==> src/hdl/srit_pkg.sv <==
`timescale 1ns / 1ps
// Shared constants for the segment versus rectangle hit test.
// No dependencies; imported by the top level and the divider step.
package srit_pkg;

    // Default width of every coordinate (signed Q16.16 at 32 bits).
    localparam int COORD_BITS_DEF = 32;

endpackage

==> src/hdl/srit_div_step.sv <==
`timescale 1ns / 1ps
// One registered step of the restoring divider, two lanes side by side.
// Depends on srit_pkg for the default coordinate width.
module srit_div_step
    import srit_pkg::*;
#(
    parameter int W  = COORD_BITS_DEF,
    parameter int CW = 1
)
(
    input  logic          clk,
    input  logic          en,
    input  logic [W-1:0]  d_i,
    input  logic [W-1:0]  rem_lo_i,
    input  logic [W-1:0]  lq_lo_i,
    input  logic [W-1:0]  rem_hi_i,
    input  logic [W-1:0]  lq_hi_i,
    input  logic [CW-1:0] ctx_i,
    output logic [W-1:0]  d_o,
    output logic [W-1:0]  rem_lo_o,
    output logic [W-1:0]  lq_lo_o,
    output logic [W-1:0]  rem_hi_o,
    output logic [W-1:0]  lq_hi_o,
    output logic [CW-1:0] ctx_o
);

    logic [W:0]    r2_lo;
    logic [W:0]    r2_hi;
    logic          ge_lo;
    logic          ge_hi;
    logic [W:0]    diff_lo;
    logic [W:0]    diff_hi;
    logic [W-1:0]  rem_lo_next;
    logic [W-1:0]  rem_hi_next;
    logic [W-1:0]  lq_lo_next;
    logic [W-1:0]  lq_hi_next;
    logic [W-1:0]  d_reg;
    logic [W-1:0]  rem_lo_reg;
    logic [W-1:0]  lq_lo_reg;
    logic [W-1:0]  rem_hi_reg;
    logic [W-1:0]  lq_hi_reg;
    logic [CW-1:0] ctx_reg;

    // Bring down the next dividend bit, then subtract the divisor if it fits.
    // The remainder stays below the divisor, so it always fits in W bits.
    always_comb
    begin
        r2_lo       = {rem_lo_i, lq_lo_i[W-1]};
        r2_hi       = {rem_hi_i, lq_hi_i[W-1]};
        diff_lo     = r2_lo - {1'b0, d_i};
        diff_hi     = r2_hi - {1'b0, d_i};
        ge_lo       = (r2_lo >= {1'b0, d_i});
        ge_hi       = (r2_hi >= {1'b0, d_i});
        rem_lo_next = ge_lo ? diff_lo[W-1:0] : r2_lo[W-1:0];
        rem_hi_next = ge_hi ? diff_hi[W-1:0] : r2_hi[W-1:0];
        lq_lo_next  = {lq_lo_i[W-2:0], ge_lo};
        lq_hi_next  = {lq_hi_i[W-2:0], ge_hi};
    end

    always_ff @(posedge clk)
    begin
        if (en)
        begin
            d_reg      <= d_i;
            rem_lo_reg <= rem_lo_next;
            lq_lo_reg  <= lq_lo_next;
            rem_hi_reg <= rem_hi_next;
            lq_hi_reg  <= lq_hi_next;
            ctx_reg    <= ctx_i;
        end
    end

    assign d_o      = d_reg;
    assign rem_lo_o = rem_lo_reg;
    assign lq_lo_o  = lq_lo_reg;
    assign rem_hi_o = rem_hi_reg;
    assign lq_hi_o  = lq_hi_reg;
    assign ctx_o    = ctx_reg;

endmodule

==> config.mk <==
export PLATFORM = sky130hd
export DESIGN_NAME = srit_div_step
export DESIGN_NICKNAME = d
export VERILOG_FILES = /design/src/hdl/srit_pkg.sv /design/src/hdl/srit_div_step.sv
export SDC_FILE = /design/constraint.sdc
export NUM_CORES = 1
export LEC_CHECK = 0
export ABC_AREA = 1
export BUFFER_PORTS_ARGS = -buffer_cell sky130_fd_sc_hd__clkbuf_2
export CORE_MARGIN = 2
export CORE_UTILIZATION = 25
export DETAILED_ROUTE_END_ITERATION = 10
export PLACE_DENSITY_LB_ADDON = 0.25
export REMOVE_ABC_BUFFERS = 1
export SKIP_LAST_GASP = 1
export SYNTH_ARGS = -nofsm -noshare
export SYNTH_HDL_FRONTEND = slang
export SYNTH_SLANG_ARGS = --single-unit
==> constraint.sdc <==
create_clock -name clk -period 1.79 [get_ports clk]
set_input_delay 0.2685 -clock clk [delete_from_list [all_inputs] [get_ports clk]]
set_output_delay 0.2685 -clock clk [all_outputs]
set_load 0.005 [all_outputs]
Word-level counts from Yosys, hierarchy flattened
Cells that the tools add are included.
{"block": "totals", "regBits": 161, "word_cells": 12}
{"block": "classes", "n_lt_le_gt_ge": 2, "n_mux": 2, "n_addsub": 2}
{"operator": "$ge A33 B32 Y1", "n": 2}
{"operator": "$mux W32", "n": 2}
{"operator": "$sub A32 B32 Y32", "n": 2}

Depth between registers and ports, before layout
{"block": "depth", "depth_word": 2, "depth_mapped": 16}

Worst setup path before layout
Ideal clock, no wire load.
{"block": "synth_timing", "path_type": "input-to-reg", "from": "in d_i[4]", "to": "reg rem_hi_reg[22], in the netlist rem_hi_o[22], data pin", "path_buffers": 1, "path_stages": 14, "setup_ns": 0.252, "arrival_ns": 1.666, "slack_ns": -0.128, "path_cell_list": "inv_1 > ha_1 > nand2_1 > nand2_1 > nand3b_2 > nand2_2 > nand2_4 > nand2_4 > nand2_4 > nand2_4 > nand2_8 > buf_8 > nand2_1 > nand2_1"}
{"block": "synth_via", "elab_chain_cells": 2}
{"element": "from (decl)", "line": "srit_div_step.sv:13", "rtl": "input logic [W-1:0] d_i,"}
{"element": "$sub A32 B32 Y32 or $ge A33 B32 Y1 (tied branches)", "line": "srit_div_step.sv:51, srit_div_step.sv:53"}
{"element": "$mux W32 *", "line": "srit_div_step.sv:55", "rtl": "rem_hi_next = ge_hi ? diff_hi[W-1:0] : r2_hi[W-1:0];"}
{"element": "named net rem_hi_next[22]", "line": "srit_div_step.sv:34", "rtl": "logic [W-1:0] rem_hi_next;"}
{"element": "to (signal assigned)", "line": "srit_div_step.sv:67", "rtl": "rem_hi_reg <= rem_hi_next;"}
{"element": "to (decl)", "line": "srit_div_step.sv:40", "rtl": "logic [W-1:0] rem_hi_reg;"}
Mark *: on every way through the listed nets, which the timed path passes. The rest lies on a longest branch.
A chain may end at the register's enable or synchronous reset.

Worst setup path after layout
{"block": "layout_timing", "from": "in d_i[12]", "to": "reg rem_lo_reg[1], in the netlist rem_lo_o[1], data pin"}
{"block": "layout_via", "elab_chain_cells": 2}
{"element": "$ge A33 B32 Y1", "line": "srit_div_step.sv:52", "rtl": "ge_lo = (r2_lo >= {1'b0, d_i});"}
{"element": "$mux W32", "line": "srit_div_step.sv:54", "rtl": "rem_lo_next = ge_lo ? diff_lo[W-1:0] : r2_lo[W-1:0];"}
{"element": "named net rem_lo_next[1]", "line": "srit_div_step.sv:33", "rtl": "logic [W-1:0] rem_lo_next;"}
{"element": "to (signal assigned)", "line": "srit_div_step.sv:65", "rtl": "rem_lo_reg <= rem_lo_next;"}
{"element": "to (decl)", "line": "srit_div_step.sv:38", "rtl": "logic [W-1:0] rem_lo_reg;"}
The timed path passes the listed nets, and every way through them passes these cells.

==> results.sh <==
export IMPL_mostFrequentLayoutCells="sky130_fd_sc_hd__nand2_1 (500), sky130_fd_sc_hd__clkbuf_2 (313), sky130_fd_sc_hd__buf_4 (248)"
export IMPL_relSlewSlack_pct=76.4
export IMPL_post_synth_and_or_nand_nor_area_fraction_pct=33.5
export IMPL_cts_root_to_sink_buffers=2
export IMPL_grt_antenna_before_repair=0
export IMPL_yosysUniqueCellTypes=34
export IMPL_crit_required_ns=2.00
export IMPL_worst_path_max_fanout=7
export IMPL_met2WireLength_um=23600
export IMPL_clock_tree_htree_level_count=4
export IMPL_areaGrowthSynthToFinish_pct=68.1
export IMPL_place_worst_setup_slack_ns=-0.643
export IMPL_syn_avg_cell_area_um2=7.62
export IMPL_timing_worst_setup_path_type="input pin to register"
export IMPL_port_buffer_count=323
export IMPL_wl_um=45800
export IMPL_synth_main_ff_cell="sky130_fd_sc_hd__edfxtp_1"
export IMPL_leakage_power_of_the_design_nw=9.41
export IMPL_layout_cells_most_common="sky130_fd_sc_hd__nand2_1"
export IMPL_min_tclk_post_route_ns=1.77
export IMPL_synthCells=1454
export IMPL_cts_root_buffer="sky130_fd_sc_hd__clkbuf_16"
export IMPL_yosysSeqAreaShare_pct=43.6
export IMPL_cp_data_arrival_time_ns=1.98
export IMPL_floorplan_io_pins=324
export IMPL_synthDominantCellAreaShare_pct=43.6
export IMPL_cts_tree="yes"
export IMPL_max_slew_worst_pin_slew_ns=0.355
export IMPL_main_combinational_cell_family_by_area_after_synthesis="simple AND/OR/NAND/NOR gates"
export IMPL_post_synth_mux_area_share_pct=0
export IMPL_setup_viol=0
export IMPL_die_height_um=215
export IMPL_first_global_vias=11600
export IMPL_yosys_area_top_type="sky130_fd_sc_hd__edfxtp_1"
export IMPL_yosys_area_share_adder_pct=7.59
export IMPL_place_detailed_hpwl_um=35600
export IMPL_wl_met3_um=1810
export IMPL_dr_total_vias=11700
export IMPL_grt_first_pass_wirelength_um=66900
export IMPL_gp_congestion=0.889
export IMPL_timing_fmax_mhz=564
export IMPL_detail_route_wirelength_met1_um=19500
export IMPL_clock_slew_at_reported_path_ffs_ns=0.07
export IMPL_drt_wirelength_per_cell_um=16.7
export IMPL_chip_width_um=215
export IMPL_cts_sink_count=161
export IMPL_yosysWarningCount=0
export IMPL_post_drt_via_cell_ratio=4.28
export IMPL_synth_seq_cells=161
export IMPL_remaining_drc_errors=0
export IMPL_run_status="finished clean"
export IMPL_synth_edff_count=161
export IMPL_layout_worst_path_cycle_share_pct=99.1
export IMPL_timing_critical_path_to_type="register"
export IMPL_synthesis_area_um2=11100
export IMPL_drt_pass1_iter_count=5
export IMPL_final_layout_size_suffix_gt1_share_pct=43.8
export IMPL_grt_max_degree=41
export IMPL_antenna_cells=0
export IMPL_final_critical_path_setup_slack_ns=0.0163
export IMPL_max_cap_viol_count=0
export IMPL_startpoint_type="input pin"
export IMPL_global_route_usage_total_pct=19.3
export IMPL_routed_top_layer="met4"
export IMPL_cts_buffers_inserted=17
export IMPL_antenna_violating_nets_left=0
export IMPL_ys_async_sr_fraction_pct=0
export IMPL_fp_coreArea_um2=44000
export IMPL_drt_iter0_markers=502
export IMPL_min_delay_path_class="input pin to register"
export IMPL_rows=77
export IMPL_rsz0062_at_grt="yes"
export IMPL_fp_dieArea_um2=46000
export IMPL_synth_xor_xnor_area_share_pct=2.21
export IMPL_power_ir_vdd_worst_mv=0.679
export IMPL_dominant_cells_by_area_after_synthesis="sky130_fd_sc_hd__edfxtp_1 (44%), sky130_fd_sc_hd__nand2_1 (19%), sky130_fd_sc_hd__inv_1 (9.4%)"
export IMPL_report_final_hold_viol_count=0
export IMPL_power_per_cell_area_nw_per_um2=696
export IMPL_compound_gate_portion_of_the_synthesized_area_pct=2.16
export IMPL_fin_worst_hold_slack_ns=0.0237
export IMPL_worstHoldPathCells=1
export IMPL_gr_total_overflow=0
export IMPL_starting_density_of_the_core_pct=25.2
export IMPL_nNetsFinal=2363
export IMPL_drv_slew=0
[cell type report]
type / instances / area [um2]
clock buffers: 18 / 429
clock inverters: 14 / 148
fillers: 4465 / 25400
inverters: 281 / 1100
multi-input cells: 998 / 6570
flip-flops and latches: 161 / 4830
well taps: 592 / 741
repair buffers: 675 / 4810
[registers in the layout (all words and copies together), names as in the netlist]
name and count:
d_o 32, ctx_o 1, lq_lo_o 32, rem_lo_o 32, rem_hi_o 32, lq_hi_o 32
[power by group]
part / internal [mW] / leakage, nW / total (mW) / switching, mW
Combinational: 2.11 / 7.57 / 4.54 / 2.43
Clock: 1.96 / 0.274 / 3.64 / 1.68
Sequential: 4.66 / 1.57 / 4.78 / 0.129
[worst paths after layout]
path	from	endpoint
max	d_i[12]	rem_lo_o[1]
min	lq_lo_i[22]	lq_lo_o[23]
[cells in the mapped netlist (all sizes together), types with 3 or more instances]
library cell / instances
a21oi: 38
inv: 281
xor2: 26
and2: 9
o21ai: 3
nand3: 129
edfxtp: 161
ha: 64
nand4: 4
buf: 19
nor3: 16
o21bai: 3
nor2: 87
nand2: 595
nand3b: 13
[kinds of logic after synthesis]
family | Yosys count
XOR/XNOR | 28
adder cells (fa/ha/maj) | 66
flip-flops | 161
AND/OR/NAND/NOR | 854
buffers and inverters | 300
AO/OA/AOI/OAI | 45
[per-stage QoR]
stage | power [mW] | area, um2 | util [%] | setup TNS (ns) | std cells
2_1_floorplan | 6.51 | 10900 | - | -23.21 | 1435
3_3_place_gp | 8.61 | 15300 | 34.7 | -39.75 | 2597
3_5_place_dp | 8.62 | 15300 | 34.7 | -39.47 | 2597
4_1_cts | 12.7 | 17300 | 39.2 | -0.545 | 2722
5_1_grt | 13.7 | 18600 | 42.3 | -0.359 | 2739
6_report | 13.0 | 18600 | 42.3 | 0 | 2739
[what timing repair did]
item | 4_1_cts | 5_1_grt
setup endpoints to repair | 65 | 66
cloned | 4 | 6
hold endpoints to repair | 80 | 1
pin swaps | 14 | 65
gates resized for setup | 78 | 277
buffers inserted | 10 | 12
hold buffers | 80 | 1
[worst max-delay path: stages]
cell	delay, ns
sky130_fd_sc_hd__buf_4	0.10
sky130_fd_sc_hd__clkinvlp_4	0.18
sky130_fd_sc_hd__ha_4	0.36
sky130_fd_sc_hd__buf_6	0.10
sky130_fd_sc_hd__nand2_4	0.05
sky130_fd_sc_hd__nor2_4	0.11
sky130_fd_sc_hd__nand2_2	0.08
sky130_fd_sc_hd__nor2_4	0.11
sky130_fd_sc_hd__nand2_2	0.08
sky130_fd_sc_hd__nor2_4	0.10
sky130_fd_sc_hd__nor2_4	0.07
sky130_fd_sc_hd__nand2_8	0.13
sky130_fd_sc_hd__buf_16	0.15
sky130_fd_sc_hd__o21ai_0	0.08
[layer usage]
layer / up-vias / GRT usage [%]
li1: 5926 / -
met1: 5439 / 23.0
met2: 306 / 35.6
met3: 55 / 3.21
met4: 0 / 5.14
met5: - / 0
(Power assumes the default switching activity.)
